**config.mk**
```make
export PLATFORM = sky130hd
export DESIGN_NAME = lwe_decrypt_unit
export DESIGN_NICKNAME = d
export VERILOG_FILES = /design/src/sv/lwe_dec_pkg.sv /design/src/sv/lwe_dec_modunit.sv /design/src/sv/lwe_decrypt_unit.sv
export SDC_FILE = /design/constraint.sdc
export NUM_CORES = 2
export LEC_CHECK = 0
export BUFFER_PORTS_ARGS = -buffer_cell sky130_fd_sc_hd__buf_2
export CAP_MARGIN = 0
export CORE_MARGIN = 5
export CORE_UTILIZATION = 35
export DETAILED_ROUTE_END_ITERATION = 10
export GPL_ROUTABILITY_DRIVEN = 0
export GPL_TIMING_DRIVEN = 0
export PLACE_DENSITY = 0.61
export SLEW_MARGIN = 20
export SYNTH_ARGS = -nofsm -noshare
export SYNTH_HDL_FRONTEND = slang
export SYNTH_SLANG_ARGS = --single-unit
```
**constraint.sdc**
```tcl
create_clock -name clock -period 26.1 [get_ports clock]
set_input_delay 2.61 -clock clock [delete_from_list [all_inputs] [get_ports clock]]
set_output_delay 2.61 -clock clock [all_outputs]
set_load 0.02 [all_outputs]
```
**src/sv/lwe_dec_pkg.sv**
```systemverilog
// Shared types and constants for the LWE decrypt unit.
package lwe_dec_pkg;

   localparam int unsigned DATA_W    = 32;
   localparam int unsigned MSG_W     = 16;
   localparam int unsigned CSR_IDX_W = 1;

   typedef logic [CSR_IDX_W-1:0] csr_idx_type;

   localparam csr_idx_type CSR_CIPHER_MODULUS = 1'b0;
   localparam csr_idx_type CSR_PLAIN_MODULUS  = 1'b1;

   localparam logic [DATA_W-1:0] CIPHER_MODULUS_RESET = 32'd65537;
   localparam logic [MSG_W-1:0]  PLAIN_MODULUS_RESET  = 16'd4;

   typedef enum logic [3:0] {
      ST_IDLE,
      ST_LOAD,
      ST_RED_A,
      ST_RED_S,
      ST_RED_ACC,
      ST_MUL,
      ST_SUM,
      ST_RED_B,
      ST_PHASE,
      ST_RED_PH,
      ST_RED_QP,
      ST_EMIT
   } lwe_state_type;

   // Control for one step of the shared modular unit.
   typedef struct packed {
      logic dbl;
      logic add;
   } lwe_op_type;

endpackage

```
**src/sv/lwe_dec_modunit.sv**
```systemverilog
// Shared modular step: optional doubling mod m, then optional add mod m.
module lwe_dec_modunit #(
   parameter int unsigned UW = 32
) (
   input  lwe_dec_pkg::lwe_op_type op,
   input  logic [UW-1:0]           acc_val,
   input  logic [UW-1:0]           addend,
   input  logic [UW-1:0]           modulus,
   output logic [UW-1:0]           result
);
   import lwe_dec_pkg::*;

   logic [UW:0]   mod_ext;
   logic [UW:0]   dbl_sum;
   logic [UW-1:0] dbl_red;
   logic [UW:0]   add_sum;

   always_comb begin
      mod_ext = {1'b0, modulus};
      dbl_sum = op.dbl ? {acc_val, 1'b0} : {1'b0, acc_val};
      dbl_red = (dbl_sum >= mod_ext) ? UW'(dbl_sum - mod_ext) : dbl_sum[UW-1:0];
      add_sum = {1'b0, dbl_red} + (op.add ? {1'b0, addend} : {(UW+1){1'b0}});
      result  = (add_sum >= mod_ext) ? UW'(add_sum - mod_ext) : add_sum[UW-1:0];
   end

endmodule

```
**src/sv/lwe_decrypt_unit.sv**
```systemverilog
// Scalar LWE decryption: modular inner product, phase, centering and reduction mod p.
// A word with reduced operands goes through load, a bit-serial multiply (one step per bit
// through the shared modular unit) and the sum into the accumulator; each operand or
// accumulator not below q first takes a bit-serial reduction.
// A last word then adds the phase and a bit-serial reduction mod p, a second one
// when the phase lies in the upper half, then loads the output register,
// held for as long as the previous result word is still stalled.
// Synchronous reset: sequencer idle, accumulator zero, q = 65537, p = 4, no result held.
module lwe_decrypt_unit #(
   parameter int unsigned MOD_WIDTH = 32
) (
   input  logic                                clock,
   input  logic                                reset,
   input  logic                                req_valid,
   output logic                                req_stall,
   input  logic [lwe_dec_pkg::DATA_W-1:0]      req_cipher_coeff,
   input  logic [lwe_dec_pkg::DATA_W-1:0]      req_key_coeff,
   input  logic [lwe_dec_pkg::DATA_W-1:0]      req_cipher_body,
   input  logic                                req_last_coeff,
   output logic                                rsp_valid,
   input  logic                                rsp_stall,
   output logic [lwe_dec_pkg::MSG_W-1:0]       rsp_message,
   input  logic                                csr_valid,
   output logic                                csr_ready,
   input  lwe_dec_pkg::csr_idx_type            csr_index,
   input  logic [lwe_dec_pkg::DATA_W-1:0]      csr_wdata
);
   import lwe_dec_pkg::*;

   localparam int unsigned DW    = (MOD_WIDTH < DATA_W) ? MOD_WIDTH : DATA_W;
   localparam int unsigned UW    = (DW > MSG_W) ? DW : MSG_W;
   localparam int unsigned CNT_W = $clog2(DW);
   localparam logic [CNT_W-1:0] CNT_MAX = CNT_W'(DW - 1);

   lwe_state_type state_ff, state_in;

   logic [DW-1:0]    a_ff, a_in;
   logic [DW-1:0]    s_ff, s_in;
   logic [DW-1:0]    b_ff, b_in;
   logic [DW-1:0]    acc_ff, acc_in;
   logic             last_ff, last_in;
   logic [DW-1:0]    q_ff;
   logic [MSG_W-1:0] p_ff;
   logic [DW-1:0]    src_ff, src_in;
   logic [UW-1:0]    r_ff, r_in;
   logic [CNT_W-1:0] cnt_ff, cnt_in;
   logic [DW-1:0]    phase_ff, phase_in;
   logic             hi_ff, hi_in;
   logic [MSG_W-1:0] pm_ff, pm_in;
   logic [MSG_W-1:0] msg_ff, msg_in;
   logic             rsp_valid_ff;
   logic [MSG_W-1:0] rsp_message_ff;

   lwe_op_type       unit_op;
   logic [UW-1:0]    unit_r;
   logic [UW-1:0]    unit_addend;
   logic [UW-1:0]    unit_mod;
   logic [UW-1:0]    unit_out;

   logic             start;
   logic             out_load;
   logic             iter_done;
   logic             q_lt2;
   logic             need_a, need_s, need_acc, need_b;
   logic [DW-1:0]    phase_calc;
   logic [MSG_W-1:0] qm;
   logic [MSG_W:0]   center_sum;

   assign req_stall   = (state_ff != ST_IDLE);
   assign csr_ready   = 1'b1;
   assign rsp_valid   = rsp_valid_ff;
   assign rsp_message = rsp_message_ff;

   assign iter_done = (cnt_ff == '0);
   assign q_lt2     = (q_ff[DW-1:1] == '0);
   assign need_a    = (a_ff >= q_ff);
   assign need_s    = (s_ff >= q_ff);
   assign need_acc  = (acc_ff >= q_ff);
   assign need_b    = (b_ff >= q_ff);

   assign phase_calc = (b_ff >= acc_ff) ? (b_ff - acc_ff) : (q_ff - (acc_ff - b_ff));
   assign qm         = unit_out[MSG_W-1:0];
   assign center_sum = {1'b0, pm_ff} + {1'b0, p_ff} - {1'b0, qm};

   // Operand select for the shared unit
   always_comb begin
      unit_op.dbl = 1'b1;
      unit_op.add = src_ff[DW-1];
      unit_r      = r_ff;
      unit_addend = UW'(1);
      unit_mod    = UW'(q_ff);
      case (state_ff)
         ST_MUL: begin
            unit_addend = UW'(a_ff);
         end
         ST_SUM: begin
            unit_op.dbl = 1'b0;
            unit_op.add = 1'b1;
            unit_r      = UW'(acc_ff);
            unit_addend = r_ff;
         end
         ST_RED_PH, ST_RED_QP: begin
            unit_mod = UW'(p_ff);
         end
         default: begin
         end
      endcase
   end

   lwe_dec_modunit #(
      .UW(UW)
   ) u_modunit (
      .op      (unit_op),
      .acc_val (unit_r),
      .addend  (unit_addend),
      .modulus (unit_mod),
      .result  (unit_out)
   );

   // Sequencer and datapath next values
   always_comb begin
      state_in = state_ff;
      a_in     = a_ff;
      s_in     = s_ff;
      b_in     = b_ff;
      acc_in   = acc_ff;
      last_in  = last_ff;
      src_in   = src_ff;
      r_in     = r_ff;
      cnt_in   = cnt_ff;
      phase_in = phase_ff;
      hi_in    = hi_ff;
      pm_in    = pm_ff;
      msg_in   = msg_ff;
      start    = 1'b0;
      out_load = 1'b0;

      case (state_ff)
         ST_IDLE: begin
            if (req_valid) begin
               a_in     = req_cipher_coeff[DW-1:0];
               s_in     = req_key_coeff[DW-1:0];
               b_in     = req_cipher_body[DW-1:0];
               last_in  = req_last_coeff;
               state_in = ST_LOAD;
            end
         end
         ST_LOAD: begin
            if (q_lt2) begin
               acc_in = '0;
               if (last_ff) begin
                  msg_in   = '0;
                  state_in = ST_EMIT;
               end else begin
                  state_in = ST_IDLE;
               end
            end else begin
               start = 1'b1;
               if (need_a) begin
                  state_in = ST_RED_A;
               end else if (need_s) begin
                  state_in = ST_RED_S;
               end else if (need_acc) begin
                  state_in = ST_RED_ACC;
               end else begin
                  state_in = ST_MUL;
               end
            end
         end
         ST_RED_A, ST_RED_S, ST_RED_ACC, ST_MUL, ST_RED_B, ST_RED_PH, ST_RED_QP: begin
            r_in   = unit_out;
            src_in = src_ff << 1;
            cnt_in = cnt_ff - 1'b1;
            if (iter_done) begin
               case (state_ff)
                  ST_RED_A: begin
                     a_in  = unit_out[DW-1:0];
                     start = 1'b1;
                     if (need_s) begin
                        state_in = ST_RED_S;
                     end else if (need_acc) begin
                        state_in = ST_RED_ACC;
                     end else begin
                        state_in = ST_MUL;
                     end
                  end
                  ST_RED_S: begin
                     s_in  = unit_out[DW-1:0];
                     start = 1'b1;
                     state_in = need_acc ? ST_RED_ACC : ST_MUL;
                  end
                  ST_RED_ACC: begin
                     acc_in   = unit_out[DW-1:0];
                     start    = 1'b1;
                     state_in = ST_MUL;
                  end
                  ST_MUL: begin
                     state_in = ST_SUM;
                  end
                  ST_RED_B: begin
                     b_in     = unit_out[DW-1:0];
                     state_in = ST_PHASE;
                  end
                  ST_RED_PH: begin
                     pm_in = unit_out[MSG_W-1:0];
                     if (hi_ff) begin
                        start    = 1'b1;
                        state_in = ST_RED_QP;
                     end else begin
                        msg_in   = unit_out[MSG_W-1:0];
                        state_in = ST_EMIT;
                     end
                  end
                  ST_RED_QP: begin
                     msg_in   = (pm_ff >= qm) ? (pm_ff - qm) : center_sum[MSG_W-1:0];
                     state_in = ST_EMIT;
                  end
                  default: begin
                     state_in = ST_IDLE;
                  end
               endcase
            end
         end
         ST_SUM: begin
            // hold the inner product in the accumulator; a last word clears it after the phase
            acc_in = unit_out[DW-1:0];
            if (!last_ff) begin
               state_in = ST_IDLE;
            end else if (need_b) begin
               start    = 1'b1;
               state_in = ST_RED_B;
            end else begin
               state_in = ST_PHASE;
            end
         end
         ST_PHASE: begin
            phase_in = phase_calc;
            hi_in    = (phase_calc > (q_ff >> 1));
            acc_in   = '0;
            if (p_ff == '0) begin
               msg_in   = '0;
               state_in = ST_EMIT;
            end else begin
               start    = 1'b1;
               state_in = ST_RED_PH;
            end
         end
         ST_EMIT: begin
            if (!rsp_valid_ff || !rsp_stall) begin
               out_load = 1'b1;
               state_in = ST_IDLE;
            end
         end
         default: begin
            state_in = ST_IDLE;
         end
      endcase

      // Prime the bit-serial pass for the step being entered
      if (start) begin
         r_in   = '0;
         cnt_in = CNT_MAX;
         case (state_in)
            ST_RED_A:          src_in = a_in;
            ST_RED_S, ST_MUL:  src_in = s_in;
            ST_RED_ACC:        src_in = acc_in;
            ST_RED_B:          src_in = b_in;
            ST_RED_PH:         src_in = phase_in;
            ST_RED_QP:         src_in = q_ff;
            default:           src_in = src_ff;
         endcase
      end
   end

   always_ff @(posedge clock) begin
      if (reset) begin
         state_ff     <= ST_IDLE;
         acc_ff       <= '0;
         q_ff         <= CIPHER_MODULUS_RESET[DW-1:0];
         p_ff         <= PLAIN_MODULUS_RESET;
         rsp_valid_ff <= 1'b0;
      end else begin
         state_ff <= state_in;
         acc_ff   <= acc_in;
         if (csr_valid && csr_ready) begin
            case (csr_index)
               CSR_CIPHER_MODULUS: q_ff <= csr_wdata[DW-1:0];
               CSR_PLAIN_MODULUS:  p_ff <= csr_wdata[MSG_W-1:0];
               default: begin
               end
            endcase
         end
         if (out_load) begin
            rsp_valid_ff <= 1'b1;
         end else if (!rsp_stall) begin
            rsp_valid_ff <= 1'b0;
         end
      end
   end

   always_ff @(posedge clock) begin
      a_ff     <= a_in;
      s_ff     <= s_in;
      b_ff     <= b_in;
      last_ff  <= last_in;
      src_ff   <= src_in;
      r_ff     <= r_in;
      cnt_ff   <= cnt_in;
      phase_ff <= phase_in;
      hi_ff    <= hi_in;
      pm_ff    <= pm_in;
      msg_ff   <= msg_in;
      if (out_load) begin
         rsp_message_ff <= msg_ff;
      end
   end

endmodule

```
==> summary.txt <==
Setup path
  – CP max stage delay: 800 ps
  – Worst path arrival time: 19940 ps
  – Crit-path most repeated cell: a21oi_1
  – Setup CP Type: flop to flop
  – CP max FO: 10
  – Crit-path slowest cell: a2111oi_0
  – Worst setup SP type: flop
  – Worst setup EP type: flop
  – CP required: 26440 ps

Clocking
  – Root Driver: clkbuf_16
  – H-tree depth: 2
  – Max Root-Sink Buffers: 3
  – Hold Buf Count CTS: 0
  – TritonCTS Buffers: 40
  – CTS sink count: 332
  – CTS tree: yes
  – Postcts setup bufs: 0
  – Clock-pin transition on the worst setup and hold timing paths: 60 ps
  – Worst-skew pair later-pin latency: 590 ps
  – CTS-repair resized insts: 0

Drt
  – First DRT Iteration DRCs: 3422
  – Drt drc: 1
  – Routed wire per std cell: 25.7 µm
  – Via count: 29472
  – Final antenna-violating net count: 0
  – Routed WL: 125000 µm
  – Drt pass-1 iters: 9
  – Vias/cell: 6.05

STA
  – Setup_tns: 0 ps
  – Final WS setup: 6490 ps
  – Fin. Hold Viols: 0
  – Slew margin rel.: 0.147
  – RSZ-0062 raised after global routing: false
  – Period utilization: 0.751
  – Slew @ Worst Pin: 1270 ps
  – Final setup fails: 0
  – Period minus WS final: 19610 ps
  – Fmax: 51.0 MHz
  – Max Slew Vio Count: 0
  – Clk_skew: 24.0 ps

Logic synthesis
  – Synth Flop Type: dfxtp_1
  – Post-synth cell types: 87
  – Post-Syn Instances: 3573
  – Syn Std Cell Area: 29000 µm²
  – Top cell type's share of synthesized area: 0.172
  – Top post-synthesis cells by area: dfxtp_1 (17%), ha_1 (15%), edfxtp_1 (8.5%)
  – Post-synthesis register bit count: 332
  – Mapped Avg Cell Area: 8.12 µm²
  – Post-Syn Nets: 4104
  – YS warnings: 0
  – EDFF count, synth: 82
  – Leading area contributor after synthesis: dfxtp_1
  – Fraction of registers with async set/reset: 0
  – Sequential area share after synthesis: 0.257

Cells and area
  – Util after Layout: 0.397
  – N_diodes: 0
  – Layout cell share with drive strength beyond 1: 0.0799
  – Final instance area: 32600 µm²
  – P&R area growth vs syn: 12.4%
  – Final nets: 4303

Placement
  – Placed wire-length estimate: 104000 µm
  – Port Buf Inserts: 151
  – Setup WS pre-CTS: 7010 ps
  – Post-DP Area: 31200 µm²

Die
  – Die Width: 298 µm
  – Initial core utilization: 0.353
  – Die height: 298 µm
  – Std cell rows: 105
  – Core Region: 82100 µm²
  – DIE AREA: 88800 µm²
  – Boundary pin count: 154

Global routing
  – Global-route wire length before repair: 181000 µm
  – Grt total ovfl: 0
  – Largest net degree at the start of global routing: 21
  – Vias in the first global route: 28197
  – Initial antenna violation count: 2
  – Tot GR Track Use: 0.269

Worst hold path
  – Min-delay worst type: flop to flop

Status
  – Status: finished, violations left
  – Failing checks: design-rule violations

Run
  – Number of max-cap violations: 0
## layout by cell type, fill, tap and decap left out, types with 53 or more instances in the layout
| cell | netlist | routed |
|---|---|---|
| nand2_1 | 361 | 360 |
| inv_1 | 266 | 266 |
| a21oi_1 | 387 | 385 |
| edfxtp_1 | 82 | 82 |
| mux2i_1 | 57 | 53 |
| xnor2_1 | 106 | 106 |
| xor2_1 | 58 | 58 |
| buf_2 | 1 | 156 |
| o21ai_0 | 167 | 165 |
| o22ai_1 | 114 | 114 |
| clkbuf_1 | 134 | 142 |
| nor2_1 | 241 | 241 |
| ha_1 | 353 | 353 |
| a21o_1 | 133 | 133 |
| a211oi_1 | 57 | 57 |
| dfxtp_1 | 250 | 250 |
## cells by family after synthesis
group	after synthesis	share of synthesized area
AO/OA/AOI/OAI	1229	0.272
buffers and inverters	418	0.0547
adder cells (fa/ha/maj)	398	0.183
AND/OR/NAND/NOR	935	0.149
flip-flops	332	0.257
other	1	0.000129
XOR/XNOR	164	0.0495
multiplexers	96	0.0348
## Yosys cell counts, types with 43 or more instances
master,n
nand2_1,361
a211oi_1,57
nor2b_1,48
ha_1,353
clkbuf_1,134
a21oi_1,387
xor2_1,58
dfxtp_1,250
mux2i_1,57
inv_1,266
edfxtp_1,82
xnor2_1,106
o22ai_1,114
nand3_1,50
fa_1,43
nor2_1,241
o21ai_0,167
a21o_1,133
## area by class of cell
| cell class | count | area, µm² |
|---|---|---|
| fill | 8412 | 49500 |
| tap | 1070 | 1340 |
| sequential | 332 | 7470 |
| buffer | 149 | 579 |
| timing repair buffer | 157 | 815 |
| clock inverter | 18 | 204 |
| multi-input combinational | 2823 | 20000 |
| inverter | 269 | 1010 |
| clock buffer | 56 | 1200 |
## critical path, delay by kind of cell (launching register included)
kind / cells / cell delay, ps
mux: 2 / 640
fa+ha+maj: 7 / 2250
xor+xnor: 2 / 330
flops: 1 / 340
simple gates: 11 / 2090
buf+inv: 9 / 3830
compound gates: 35 / 9800
## through the flow
step	hold WS [ps]	instances
final	418	4874
after detailed placement	405	4800
after floorplan	400	3573
after global routing	419	4874
after global placement	404	4794
after CTS	418	4874
## state kept, by name, summed over array words and instances, names as in the netlist
register / count
a_ff: 32
acc_ff: 32
b_ff: 32
phase_ff: 32
q_ff: 32
r_ff: 32
s_ff: 32
src_ff: 32
msg_ff: 16
p_ff: 16
pm_ff: 16
rsp_message: 16
cnt_ff: 5
state_ff: 4
hi_ff: 1
last_ff: 1
rsp_valid: 1
## per-layer routing
| metal | track usage | vias up | routed length, µm |
|---|---|---|---|
| met4 | 0.160 | 0 | 8980 |
| met1 | 0.348 | 13948 | 49500 |
| met3 | 0.0442 | 374 | 12300 |
| met2 | 0.422 | 1679 | 54300 |
| met5 | 0 | - | 0 |
| li1 | - | 13471 | - |
## path summary, 6_finish.rpt
path | start | end | slack (ps) | cells after the start
max | state_ff[1] | msg_ff[14] | 6490 | 66
max reg2reg | state_ff[1] | msg_ff[14] | 6490 | 66
min reg2reg | msg_ff[12] | rsp_message[12] | 420 | 0
min | msg_ff[12] | rsp_message[12] | 420 | 0
Power is not shown: default switching activity piles up to over one toggle a cycle in this logic, so the estimate is an artifact.
